**config.mk**
```make
export PLATFORM = sky130hd
export DESIGN_NAME = rmypr_yaw_stage
export DESIGN_NICKNAME = d
export VERILOG_FILES = /design/src/hdl/rmypr_pkg.sv /design/src/hdl/rmypr_yaw_stage.sv
export SDC_FILE = /design/constraint.sdc
export NUM_CORES = 2
export LEC_CHECK = 0
export BUFFER_PORTS_ARGS = -buffer_cell sky130_fd_sc_hd__clkbuf_2
export CORE_MARGIN = 1
export CORE_UTILIZATION = 50
export CTS_CLUSTER_DIAMETER = 200
export CTS_CLUSTER_SIZE = 8
export DETAILED_ROUTE_END_ITERATION = 16
export PLACE_DENSITY = 0.77
export SETUP_SLACK_MARGIN = 0.4
export SYNTH_ARGS = -nofsm -noshare
export SYNTH_HDL_FRONTEND = slang
export SYNTH_SLANG_ARGS = --single-unit
```
**constraint.sdc**
```tcl
create_clock -name clk_i -period 1.7 [get_ports clk_i]
set_input_delay 0.34 -clock clk_i [delete_from_list [all_inputs] [get_ports clk_i]]
set_output_delay 0.34 -clock clk_i [all_outputs]
set_load 0.01 [all_outputs]
```
**src/hdl/rmypr_pkg.sv**
```systemverilog
// ----------------------------------------------------------------------------
// rmypr_pkg: shared types and constants
// Widths, the arctangent table and the input scaling and output rounding
// helpers used by the rotation matrix to yaw, pitch and roll pipeline.
// ----------------------------------------------------------------------------
package rmypr_pkg;

  localparam int Iterations = 16;
  localparam int Guard      = 24;
  localparam int InW        = 18;
  // Working width: 18 bit input scaled by 2^24, plus CORDIC growth and negation.
  localparam int DW         = 46;
  // Angle width: 2^-23 degree units, up to about +/-1024 degrees.
  localparam int AW         = 34;

  localparam logic signed [AW-1:0] HalfTurn = AW'(64'sd1509949440);
  localparam logic signed [20:0]   InvGain  = 21'sd636751;

  typedef logic signed [DW-1:0] data_t;
  typedef logic signed [AW-1:0] ang_t;

  typedef logic signed [AW-1:0] atan_tab_t [24];
  localparam atan_tab_t AtanTab = '{
    34'sd377487360, 34'sd222843801, 34'sd117744544, 34'sd59768969,
    34'sd30000467, 34'sd15014858, 34'sd7509261, 34'sd3754860,
    34'sd1877459, 34'sd938733, 34'sd469367, 34'sd234683,
    34'sd117342, 34'sd58671, 34'sd29335, 34'sd14668,
    34'sd7334, 34'sd3667, 34'sd1833, 34'sd917,
    34'sd458, 34'sd229, 34'sd115, 34'sd57
  };

  typedef struct packed {
    data_t x;
    data_t y;
    ang_t  z;
    logic  zero;
  } vec_t;

  // Payload carried through the yaw pipeline.
  typedef struct packed {
    vec_t  n;
    data_t n2;
    data_t o0;
    data_t o1;
    data_t a0;
    data_t a1;
  } yaw_t;

  // Payload carried through the pitch and roll pipeline.
  typedef struct packed {
    ang_t yaw;
    vec_t p;
    vec_t r;
  } pr_t;

  function automatic data_t sext_in(input logic [InW-1:0] v);
    sext_in = DW'($signed(v)) <<< Guard;
  endfunction

  function automatic logic [15:0] to_out(input ang_t a, input int lim);
    logic signed [AW-1:0] v;
    v = (a + AW'(32768)) >>> 16;
    if (v > AW'(lim)) v = AW'(lim);
    if (v < -AW'(lim)) v = -AW'(lim);
    to_out = v[15:0];
  endfunction

endpackage

```
**src/hdl/rmypr_yaw_stage.sv**
```systemverilog
// ----------------------------------------------------------------------------
// rmypr_yaw_stage: one registered yaw CORDIC iteration
// Vectors the first column and replays the same rotation on columns one, two.
// The iteration index arrives on step_i and is tied to a constant per instance.
// ----------------------------------------------------------------------------
module rmypr_yaw_stage import rmypr_pkg::*; (
  input  logic       clk_i,
  input  logic       rst_ni,
  input  logic       en_i,
  input  logic [4:0] step_i,
  input  logic       valid_i,
  input  yaw_t       d_i,
  output logic       valid_o,
  output yaw_t       d_o
);

  yaw_t d_d, d_q;
  logic valid_q;

  always_comb begin
    logic up;
    d_d = d_i;
    up = (d_i.n.y >= 0);
    if (!d_i.n.zero) begin
      if (up) begin
        d_d.n.x = d_i.n.x + (d_i.n.y >>> step_i);
        d_d.n.y = d_i.n.y - (d_i.n.x >>> step_i);
        d_d.n.z = d_i.n.z + AtanTab[step_i];
        d_d.o0  = d_i.o0 + (d_i.o1 >>> step_i);
        d_d.o1  = d_i.o1 - (d_i.o0 >>> step_i);
        d_d.a0  = d_i.a0 + (d_i.a1 >>> step_i);
        d_d.a1  = d_i.a1 - (d_i.a0 >>> step_i);
      end else begin
        d_d.n.x = d_i.n.x - (d_i.n.y >>> step_i);
        d_d.n.y = d_i.n.y + (d_i.n.x >>> step_i);
        d_d.n.z = d_i.n.z - AtanTab[step_i];
        d_d.o0  = d_i.o0 - (d_i.o1 >>> step_i);
        d_d.o1  = d_i.o1 + (d_i.o0 >>> step_i);
        d_d.a0  = d_i.a0 - (d_i.a1 >>> step_i);
        d_d.a1  = d_i.a1 + (d_i.a0 >>> step_i);
      end
    end
  end

  always_ff @(posedge clk_i or negedge rst_ni) begin
    if (!rst_ni) begin
      valid_q <= 1'b0;
    end else if (en_i) begin
      valid_q <= valid_i;
    end
  end

  always_ff @(posedge clk_i) begin
    if (en_i) begin
      d_q <= d_d;
    end
  end

  assign valid_o = valid_q;
  assign d_o     = d_q;

endmodule

```
==> impl_metrics.toml, run 1 <==
[synthesis]
syn_nets = 7380
synth_edf_count = 357
yosysTopAreaCellShare_pct = 18.72
syn_area_um2 = 57280
ys.flop_type = "edfxtp_1"
syn_inst = 6652
synth_common_cells = "821 x nand2_1, 694 x o21ai_0, 416 x a21oi_1"
yosysSeqAreaShare_pct = 18.76
yosys_warnings = 0
synth_most_common_cell = "nand2_1"
yosysTopAreaCell = "edfxtp_1"
synth_seq_cells = 358
synth.top_cells.by_area = "edfxtp_1 19%, mux4_2 13%, ha_1 7.8%, o21ai_0 6.1%, nand2_1 5.4%"
synth.avg_cell_area_um2 = 8.611
ys_types = 107
async_flop_share_pct = 0.2793

[cts]
numCtsBuffers = 50
cts.sinks = 358
clk_path_buf_depth = 3
cts-root-buf = "clkbuf_16"
htree_num_levels = 2

[placement]
io_buffer_count = 723
dp_hpwl_um = 247900
place_inst = 11230
place_area_um2 = 82670
place_congestion = 1.138

[floorplanning]
rows = 123
die_h_um = 340.5
start_util_pct = 50.71
die_w_um = 340.5
io_pins = 724

[outcome]
lastStage = "5_1_grt"
stop_error = "[ERROR GRT-0232] Routing congestion too high. Check the congestion heatmap in the GUI."
outcome = "stopped before the end"

[global_route]
grt-ovfl-total = 129
grt_max_degree = 83
grt_use_total_pct = 77.64
stage by stage:
step	setup WS, ns	hold slack, ns	setup TNS (ns)	utilization, %
4_1_cts	-4.295	0.002799	-973.12	80.95
3_5_place_dp	-5.538	0.1169	-1294.13	73.18
3_3_place_gp	-5.453	0.1155	-1268.96	73.18
2_1_floorplan	-4.817	0.04441	-1101.11	-
routing by layer:
layer / overflow / GRT usage [%]
met5: 1 / 27.21
met4: 50 / 76.04
met3: 5 / 62.78
met2: 61 / 93.86
met1: 12 / 78.49
cell families after synthesis:
| group | share of synthesized area [%] |
|---|---|
| AO/OA/AOI/OAI | 22.75 |
| XOR/XNOR | 8.379 |
| adder cells (fa/ha/maj) | 7.999 |
| buffers and inverters | 4.583 |
| flip-flops | 18.76 |
| multiplexers | 21.59 |
| AND/OR/NAND/NOR | 15.93 |
timing repair:
action / CTS
setup buffers: 262
pin swaps: 429
gates resized for setup: 979
gates cloned: 21
hold buffers: 53
endpoints found under the hold margin: 62
setup endpoints to repair: 668
==> inputs of run 2 (changes only) <==
- CORE_UTILIZATION: 50 -> 35
- CTS_CLUSTER_DIAMETER: 200 -> not set
- CTS_CLUSTER_SIZE: 8 -> not set
- PLACE_DENSITY: 0.77 -> not set
- PLACE_DENSITY_LB_ADDON: not set -> 0.15
- SETUP_SLACK_MARGIN: 0.4 -> not set
==> run 2 against run 1 <==
Effect of this change: the flow now finishes, with violations (setup timing); synthesized area did not move; synthesized cell count did not move.
==> impl_metrics.toml, run 2 <==
[outcome]
outcome = "finished, violations left"
violations = "setup timing"

[pwr]
p_int_uw = 40920
clkPwrFrac_pct = 13.7
switching_share_pct = 41.64
p_leak_uw = 0.04238
combPwrFrac_pct = 69.0
seqPwrFrac_pct = 17.4
switchingPower_uw = 29200
powerDensity_nw_per_um2 = 753.5
p_total_uw = 70120
ir_drop_v = 0.001097

[detailed_routing]
finalWirelength_um = 331700
dr.first_iter.drc_count = 6618
drc = 0
vias = 70890
routedWlPerCell_um = 26.75
postRouteAntennaNets = 0
vias_per_cell = 5.716
dr.pass1.iters = 6

[cts]
clock_latency_ns = 0.68
htree_num_levels = 2
clk_pin_slew_worst_paths_ns = 0.06
cts.sinks = 358
cts-root-buf = "clkbuf_16"
clk_path_buf_depth = 3
cts_tree = "built"
numCtsBuffers = 43

[synthesis]
synth.top_cells.by_area = "edfxtp_1 19%, mux4_2 13%, ha_1 7.8%, o21ai_0 6.1%, nand2_1 5.4%"
synthAdderAreaFrac_pct = 7.999
yosys_warnings = 0
syn_nets = 7380
synth_common_cells = "821 x nand2_1, 694 x o21ai_0, 416 x a21oi_1"
synth_seq_cells = 358
synthMuxAreaShare_pct = 21.59
synth_compound_area_share_pct = 22.75
async_flop_share_pct = 0.2793
synth.avg_cell_area_um2 = 8.611
syn_inst = 6652
synthSimpleGateAreaFrac_pct = 15.93
ys.flop_type = "edfxtp_1"
ys_types = 107
synth-xor-area-share_pct = 8.379
yosysTopAreaCell = "edfxtp_1"
syn_area_um2 = 57280
yosysTopAreaCellShare_pct = 18.72
synth_most_common_cell = "nand2_1"
synth_edf_count = 357
synth_top_family_by_area = "compound AO/OA/AOI/OAI gates"
yosysSeqAreaShare_pct = 18.76

[sta]
timing.final.ws_setup_ns = -4.477
hold_viol = 0
worstMarginPinSlew_ns = 1.294
slew_headroom_pct = 13.76
slew_violations = 0
rsz0062_at_grt = "true"
fin_crit_sh_pct = 363.3
setup_violations = 310
fmax_ghz = 0.1619
min_period_ns = 6.177
fin_skew_ns = 0

[global_route]
grt-ovfl-total = 0
grt_pass1_vias = 68550
grt_pass1_wl_um = 465200
antenna_found_initial = 12
grt_use_total_pct = 38.18
grt_max_degree = 110

[setup_path]
cp-start-kind = "primary input"
crit_arrival_ns = 6.62
crit_fanout = 4
cp_data_required_time_ns = 2.15
end_kind = "flop"
crit_type = "in -> reg"
slowest_delay_ns = 0.60
cp_slowest_cell = "mux4_2"

[floorplanning]
fp.dieArea_um2 = 165300
io_pins = 724
die_h_um = 406.6
core_um2 = 162600
start_util_pct = 35.23
die_w_um = 406.6
rows = 148

[job]
drv_cap = 0

[cells_and_area]
layout.cells.most_common = "buf_4"
final_nets = 10910
most-common-layout-cells = "2940 x buf_4, 796 x nand2_1, 715 x clkbuf_2"
multi_input_area_um2 = 47580
largest_register_ff_count = 357
nFillCells = 14990
area_growth_syn_to_layout_pct = 62.47
drive_above_1_share_pct = 49.60
regArea_um2 = 10750

[placement]
place_congestion = 1.038
io_buffer_count = 723
place_ws_ns = -5.728
dp_hpwl_um = 272000

[worst_hold_path]
hp-class = "in -> reg"
==> run 2: cell counts after synthesis <==
Identical to the previous run, type by type.
==> run 2: final timing paths <==
kind	startpoint	endpoint	slack (ns)	cells after the start
max reg2reg	valid_o	valid_o	0.96	1
min in group asynchronous	rst_ni	valid_o	0.51	3
max in group asynchronous	rst_ni	valid_o	1.09	3
max	step_i[1]	d_o[137]	-4.48	29
min reg2reg	valid_o	valid_o	0.51	1
min	d_i[257]	d_o[257]	0.03	3
==> run 2: repair_timing <==
action                                 4_1_cts  5_1_grt
pin swaps                                  116      300
endpoints found under the hold margin       76        0
gates resized for setup                    382      529
setup endpoints to repair                  311      311
setup buffers                               81      116
gates cloned                                10        8
hold buffers                                70        0
==> run 2: power by group through the flow <==
stage,logic [uW],clock network [uW],registers (uW)
3_5_place_dp,43500,0,12300
4_1_cts,45500,9790,12200
6_report,48400,9580,12200
2_1_floorplan,20000,0,13000
3_3_place_gp,43400,0,12300
5_1_grt,51400,10000,12300
==> run 2: metrics by stage <==
step | hold WS (ns) | std cells | TNS (ns) | cell area, um^2 | utilization [%]
after CTS | 0.004713 | 12280 | -993.43 | 89690 | 55.17
after detailed placement | 0.1166 | 12040 | -1307.11 | 84900 | 52.22
after global routing | 0.03459 | 12400 | -1075.54 | 93050 | 57.23
final | 0.02844 | 12400 | -1027.39 | 93060 | 57.24
after global placement | 0.1159 | 12040 | -1299.41 | 84900 | 52.22
after floorplan | 0.04441 | 6652 | -1101.11 | 57880 | -
==> run 2: cells by family (layout without fill, tap and decap cells) <==
logic type | Yosys count | after routing
xor gates and xnor gates | 548 | 548
and+or+nand+nor | 1947 | 1947
DFF | 358 | 358
adders and majority gates | 362 | 362
buffers and inverters | 573 | 4137
muxes | 810 | 810
AOI/OAI and AO/OA | 2054 | 2054
other | 0 | 11
==> run 2: worst max-delay path: cells and delay by family <==
kind	cells	cell delay (ns)
adder cells (fa/ha/maj)	2	0.57
multiplexers	1	0.60
XOR/XNOR	3	0.63
AND/OR/NAND/NOR	8	1.68
buffers and inverters	4	0.63
AO/OA/AOI/OAI	11	2.16
==> run 2: layer usage <==
metal	up-vias	share of wire (%)	routed length [um]	track usage (%)
met2	3240	44	147200	60.25
met4	6	6.4	21310	20.48
met3	748	7.7	25500	6.164
met1	34470	41	137600	49.84
met5	-	0.014	48	0
li1	32430	-	-	-
==> run 2: layout make-up <==
cell class	count	share of cell area, %
Multi-Input combinational cell	5721	51.13
Tap cell	2175	2.924
Antenna cell	11	0.02958
Clock inverter	28	0.3375
Timing Repair Buffer	3927	32.28
Sequential cell	358	11.55
Clock buffer	51	1.189
Inverter	131	0.5660
No activity file was read; power rests on OpenSTA's default activity.
