===== src/hdl/rmypr_pkg.sv =====
// ----------------------------------------------------------------------------
// rmypr_pkg: shared types and constants
// Widths, the arctangent table and the input scaling and output rounding
// helpers used by the rotation matrix to yaw, pitch and roll pipeline.
// ----------------------------------------------------------------------------
package rmypr_pkg;

  localparam int Iterations = 16;
  localparam int Guard      = 24;
  localparam int InW        = 18;
  // Working width: 18 bit input scaled by 2^24, plus CORDIC growth and negation.
  localparam int DW         = 46;
  // Angle width: 2^-23 degree units, up to about +/-1024 degrees.
  localparam int AW         = 34;

  localparam logic signed [AW-1:0] HalfTurn = AW'(64'sd1509949440);
  localparam logic signed [20:0]   InvGain  = 21'sd636751;

  typedef logic signed [DW-1:0] data_t;
  typedef logic signed [AW-1:0] ang_t;

  typedef logic signed [AW-1:0] atan_tab_t [24];
  localparam atan_tab_t AtanTab = '{
    34'sd377487360, 34'sd222843801, 34'sd117744544, 34'sd59768969,
    34'sd30000467, 34'sd15014858, 34'sd7509261, 34'sd3754860,
    34'sd1877459, 34'sd938733, 34'sd469367, 34'sd234683,
    34'sd117342, 34'sd58671, 34'sd29335, 34'sd14668,
    34'sd7334, 34'sd3667, 34'sd1833, 34'sd917,
    34'sd458, 34'sd229, 34'sd115, 34'sd57
  };

  typedef struct packed {
    data_t x;
    data_t y;
    ang_t  z;
    logic  zero;
  } vec_t;

  // Payload carried through the yaw pipeline.
  typedef struct packed {
    vec_t  n;
    data_t n2;
    data_t o0;
    data_t o1;
    data_t a0;
    data_t a1;
  } yaw_t;

  // Payload carried through the pitch and roll pipeline.
  typedef struct packed {
    ang_t yaw;
    vec_t p;
    vec_t r;
  } pr_t;

  function automatic data_t sext_in(input logic [InW-1:0] v);
    sext_in = DW'($signed(v)) <<< Guard;
  endfunction

  function automatic logic [15:0] to_out(input ang_t a, input int lim);
    logic signed [AW-1:0] v;
    v = (a + AW'(32768)) >>> 16;
    if (v > AW'(lim)) v = AW'(lim);
    if (v < -AW'(lim)) v = -AW'(lim);
    to_out = v[15:0];
  endfunction

endpackage


===== src/hdl/rmypr_pr_stage.sv =====
// ----------------------------------------------------------------------------
// rmypr_pr_stage: one registered pitch and roll CORDIC iteration
// Two independent vectoring CORDIC slices running side by side.
// The iteration index arrives on step_i and is tied to a constant per instance.
// ----------------------------------------------------------------------------
module rmypr_pr_stage import rmypr_pkg::*; (
  input  logic       clk_i,
  input  logic       rst_ni,
  input  logic       en_i,
  input  logic [4:0] step_i,
  input  logic       valid_i,
  input  pr_t        d_i,
  output logic       valid_o,
  output pr_t        d_o
);

  pr_t  d_d, d_q;
  logic valid_q;

  function automatic vec_t vstep(input vec_t v, input logic [4:0] s);
    vec_t r;
    r = v;
    if (!v.zero) begin
      if (v.y >= 0) begin
        r.x = v.x + (v.y >>> s);
        r.y = v.y - (v.x >>> s);
        r.z = v.z + AtanTab[s];
      end else begin
        r.x = v.x - (v.y >>> s);
        r.y = v.y + (v.x >>> s);
        r.z = v.z - AtanTab[s];
      end
    end
    return r;
  endfunction

  always_comb begin
    d_d   = d_i;
    d_d.p = vstep(d_i.p, step_i);
    d_d.r = vstep(d_i.r, step_i);
  end

  always_ff @(posedge clk_i or negedge rst_ni) begin
    if (!rst_ni) begin
      valid_q <= 1'b0;
    end else if (en_i) begin
      valid_q <= valid_i;
    end
  end

  always_ff @(posedge clk_i) begin
    if (en_i) begin
      d_q <= d_d;
    end
  end

  assign valid_o = valid_q;
  assign d_o     = d_q;

endmodule


===== config.mk =====
export PLATFORM = sky130hd
export DESIGN_NAME = rmypr_pr_stage
export DESIGN_NICKNAME = d
export VERILOG_FILES = /design/src/hdl/rmypr_pkg.sv /design/src/hdl/rmypr_pr_stage.sv
export SDC_FILE = /design/constraint.sdc
export NUM_CORES = 2
export LEC_CHECK = 0
export ABC_AREA = 1
export BUFFER_PORTS_ARGS = -buffer_cell sky130_fd_sc_hd__buf_2
export CAP_MARGIN = 30
export CORE_MARGIN = 2
export CORE_UTILIZATION = 55
export DETAILED_ROUTE_END_ITERATION = 8
export HOLD_SLACK_MARGIN = 0.15
export PLACE_DENSITY_LB_ADDON = 0.25
export SLEW_MARGIN = 40
export SYNTH_ARGS = -nofsm -noshare
export SYNTH_HDL_FRONTEND = slang
export SYNTH_SLANG_ARGS = --single-unit

===== constraint.sdc =====
create_clock -name clk_i -period 1.9 [get_ports clk_i]
set_input_delay 0.57 -clock clk_i [delete_from_list [all_inputs] [get_ports clk_i]]
set_output_delay 0.57 -clock clk_i [all_outputs]
set_load 0.1 [all_outputs]

==> results by group, run 1 <==
Placed design
  • Detailed placement HPWL: 180.7 mm
  • RePlAce Congestion: 1.177
  • Port bufs: 585
  • Pre-CTS WS: -3.913 ns

Die
  • Die extent in y: 289.3 um
  • Row count: ~100
  • Io pins: 586
  • Initial Utilization: 55.58%
  • Die X: 289.3 um

Run status
  • Stop stage: global routing
  • Outcome: did not finish
  • Log Error: [ERROR GRT-0116] Global routing finished with congestion. Check the congestion regions in the DRC Viewer.

Synthesis
  • Post-synthesis sequential area ratio: between 10% and 20%
  • Mapped Avg Cell Area: 5.938 um2
  • Leading register cell type out of synthesis: edfxtp_1
  • Async set-reset flop share out of synthesis: 0.3460%
  • Ys Warns: 0
  • Post-Syn Instances: 7539
  • Post-synth net total: approximately 8.1k
  • Post-synthesis cell area: 0.04477 mm2
  • Yosys cell types: 72
  • EDFF count, synth: roughly 290
  • Yosys reg bits: just under 300

GRT
  • Global Route Usage Sum: 64.13%
  • Largest net degree at the start of global routing: 71
  • Vias in the first global route: between 70k and 80k
  • Global route total overflow: 29
  • First-pass GRT wire length: ~410 mm

Clock tree
  • Clk buf depth: 3
  • Total CTS buffers: 35
  • # clock sinks: roughly 290
  • CTS Root Cell: clkbuf_16
  • H-tree Lvls: 2
## cell families after synthesis
logic type / share of synthesized area (%)
and+or+nand+nor: 42.35
AOI/OAI and AO/OA: 15.43
buffers and inverters: 10.04
adders and majority gates: 8.178
DFF: 19.37
xor gates and xnor gates: 4.382
muxes: 0.2488
## Yosys cell counts (all sizes together) (73+ instances only)
| cell | n | area, um2 |
|---|---|---|
| a31oi | 73 | 456.7 |
| o21ai | 591 | 3025 |
| nand4 | 73 | 475.5 |
| edfxtp | 288 | 8648 |
| xnor2 | 87 | 762.0 |
| nor2 | 582 | 2308 |
| nand2 | 2447 | 9238 |
| inv | 770 | 2893 |
| nand3 | 1011 | 5105 |
| xor2 | 137 | 1200 |
| buf | 182 | 1140 |
| clkbuf | 114 | 427.9 |
| ha | 283 | 3541 |
| a21oi | 416 | 2108 |
| or2 | 141 | 882.1 |
## routing by layer
metal / track usage (%) / overflow
met3: 38.19 / 8
met5: 15.57 / 2
met2: 87.15 / 5
met4: 64.48 / 13
met1: 65.40 / 1
## per-stage QoR
stage	instance area [um2]	std cells
3_3_place_gp	66180	10957
4_1_cts	71090	11155
2_1_floorplan	47230	7539
3_5_place_dp	66180	10957
## timing repair
| item | 4_1_cts |
|---|---|
| setup endpoints to repair | 508 |
| endpoints found under the hold margin | 2 |
| pin swaps | 239 |
| cloned | 10 |
| buffers inserted | 127 |
| resized for setup | 615 |
| hold buffers | 2 |
==> run 2, diff against run 1 <==
Settings changed: CORE_UTILIZATION 55 to 40, HOLD_SLACK_MARGIN 0.15 to unset, PLACE_DENSITY_LB_ADDON 0.25 to 0.15.
==> results by group, run 2 <==
Run status
  • Outcome: finished with violations
  • Failing checks: negative setup slack

Synthesis
  • Top cell type's share of synthesized area: 20.34%
  • Synth Area in Adders: 8.178%
  • Largest family of logic cells by synthesized area: simple AND/OR/NAND/NOR gates
  • Post-Synth Simple-Gate Area: 42.35%
  • EDFF count, synth: ~290
  • Post-Syn Instances: 7539
  • Ys Warns: 0
  • Multiplexer share of the synthesized area: 0.2487%
  • Yosys reg bits: slightly below 300
  • Synth Area in XOR/XNOR: 4.382%
  • Most instantiated cells after synthesis: 2426 x nand2_1, 1002 x nand3_1, 728 x inv_1, 548 x nor2_1, 455 x o21ai_0
  • Yosys cell types: 72
  • Leading register cell type out of synthesis: edfxtp_1
  • Post-synthesis cell area: 0.04477 mm2
  • Async set-reset flop share out of synthesis: 0.3460%
  • Synth area leader: nand2_1
  • Synth top area cells: nand2_1 20%, edfxtp_1 19%, nand3_1 11%, ha_1 7.9%, inv_1 6.1%
  • Post-synthesis compound-gate area fraction: 15.43%
  • Post-synth net total: ~8k
  • Mapped Avg Cell Area: 5.938 um2
  • Post-synthesis sequential area ratio: between 10% and 20%
  • Count leader, synth: nand2_1

Setup path
  • CP Max Fanout: 9
  • Crit path kind: in -> reg
  • Critical Path Start: step_i[0]
  • Crit path buffers/inverters: 11
  • R2R setup slack: 1.13 ns
  • Crit path largest cell delay: 0.26 ns
  • Worst Setup Start Kind: input port
  • Worst r2r src: valid_o
  • Crit path top cell by count: nand2_2
  • Cell count along the critical path: 34
  • Slowest cell on crit path: nand4_1
  • CP required: 2.25 ns
  • Crit path capture type: flop
  • R2r endpoint: valid_o
  • Kind of cell adding the most delay to the critical path: simple AND/OR/NAND/NOR gates
  • Worst Path Arrival: 5.22 ns
  • Reg2Reg Depth: 1
  • Worst setup endpoint: d_o[197]

Power
  • Max rail drop VDD: 874.9 uV
  • Clock Power Share: 13.1%
  • Logic gate share of total power: 71.4%
  • Cell-internal power: between 20000 and 30000 uW
  • Switching share of power: 49.78%
  • LEAKAGE: 0.03697 uW
  • Switching power total: 27210 uW
  • Power per cell area: approximately 750 mW/mm2
  • Overall power: 54670 uW
  • Sequential power share: about 16%

Layout
  • Max reg flops: 288
  • Share of cells above drive strength 1: 41.43%
  • Post-layout util: 65.82%
  • Fin area: approximately 0.073 mm2
  • Commonest cells after routing, fill and taps aside: 2257 x buf_4, 2222 x nand2_1, 812 x nand3_1
  • P&R area growth vs syn: 62.93%
  • Layout net count: 10.79k
  • Layout fillers: 10.40k
  • Commonest non-fill, non-tap cell in the layout: buf_4

Routing
  • DR WL/cell: 19.80 um
  • Drt initial violations: 5562
  • DRC Markers: 0
  • Initial DRT Pass Iterations: 8
  • Antenna viol nets, final: 0
  • DR vias: 62.82k
  • DR vias/cell: 5.355
  • WL final: approximately 230 mm

Clock tree
  • TritonCTS clock tree: built
  • Worst skew pair latency: 0.61 ns
  • # clock sinks: between 200 and 300
  • Clk buf depth: 3
  • H-tree Lvls: 2
  • Clk slew on worst S/H paths: about 0.060 ns
  • CTS Root Cell: clkbuf_16
  • Total CTS buffers: 35

GRT
  • Global Route Usage Sum: 38.31%
  • Initial antenna violation count: 11
  • First-pass GRT wire length: 343.0 mm
  • Largest net degree at the start of global routing: 70
  • Vias in the first global route: approximately 60k
  • Global route total overflow: 0

Placed design
  • RePlAce Congestion: approximately 1.0
  • Port bufs: 585
  • Detailed placement HPWL: 193.7 mm
  • Area after DPL: 0.06791 mm2

Die
  • Total core area: between 0.1 and 0.15 mm2
  • Die footprint: 0.1146 mm2
  • Die extent in y: 338.5 um
  • Row count: about 120
  • Io pins: 586
  • Die X: approximately 340 um
  • Initial Utilization: 40.40%

STA
  • Clock skew: 0 ns
  • PnR worst setup slack: -2.976 ns
  • Maximum clock frequency: roughly 200 MHz
  • Period utilization: 256.7%
  • Slew Viols, Final: 0
  • Setup violations, final: 501
  • Slew at the pin closest to its max-slew limit: between 0.8 and 0.9 ns
  • Rel. slew slack: 43.69%
  • Minimum clock period: 4.876 ns
  • RSZ-0062 raised after global routing: yes
  • Hold Fails Final Rpt: 0

Job
  • Max_cap viols: 0

Worst hold path
  • Worst Hold Class: in -> reg
run 2: timing repair:
item,in CTS,in global routing
endpoints found under the setup margin,541,541
hold buffers,1,0
endpoints found under the hold margin,1,0
gates resized for setup,314,416
gates cloned,5,7
setup buffers,44,35
pin swaps,92,155
run 2: how the worst min path moves through the flow:
stage,endpoint,cells after the start,slack (ns),start
final,d_o[265],1,0.14,d_i[265]
after global routing,d_o[265],1,0.12,d_i[265]
after CTS,d_o[285],1,0.10,d_i[285]
after detailed placement,valid_o,1,0.35,rst_ni
after global placement,valid_o,1,0.35,rst_ni
after floorplan,valid_o,0,0.27,rst_ni
run 2: kinds of logic (layout without fill, tap and decap cells):
family | after synthesis | in the layout
AO/OA/AOI/OAI | 1249 | 1249
XOR/XNOR | 224 | 224
adder cells (fa/ha/maj) | 289 | 289
buffers and inverters | 1075 | 3766
flip-flops | 289 | 289
multiplexers | 11 | 11
other | 0 | 14
AND/OR/NAND/NOR | 4402 | 4402
run 2: layer usage:
layer | track usage [%] | up-vias | part of all wire [%] | wire length (um)
li1 | - | 30536 | - | -
met1 | 46.75 | 29067 | 40 | 91980
met2 | 65.32 | 2627 | 47 | 109000
met3 | 4.262 | 592 | 6.7 | 15620
met4 | 22.03 | 0 | 6.7 | 15660
met5 | 0 | - | 0 | 0
run 2: power by group through the flow:
stage	registers, uW	logic, uW	clock network, uW
after global routing	8560	41500	7450
after CTS	8500	37400	7280
after floorplan	15100	14500	0
final	8500	39000	7140
after detailed placement	8610	36200	0
after global placement	8610	35900	0
run 2: final cells by class:
class	count	area, um2	share of cell area [%]
multi-input combinational	6175	36650	50.24
sequential	289	8673	11.89
inverter	779	2970	4.072
timing repair inverter	2	25.02	0.03431
antenna	14	35.03	0.04803
tap	1488	1862	2.552
clock buffer	39	890.9	1.221
clock inverter	24	286.5	0.3928
timing repair buffer	2922	21550	29.55
run 2: stage by stage:
step / instances / hold slack, ns / setup TNS [ns] / setup WS [ns]
2_1_floorplan: 7539 / 0.2744 / -504.76 / -2.702
3_3_place_gp: 11563 / 0.3451 / -771.02 / -4.208
3_5_place_dp: 11563 / 0.3468 / -778.61 / -4.169
4_1_cts: 11676 / 0.1013 / -586.70 / -2.856
5_1_grt: 11728 / 0.1182 / -656.51 / -3.119
6_report: 11732 / 0.1358 / -597.54 / -2.976
No activity file was read; power rests on OpenSTA's default activity.
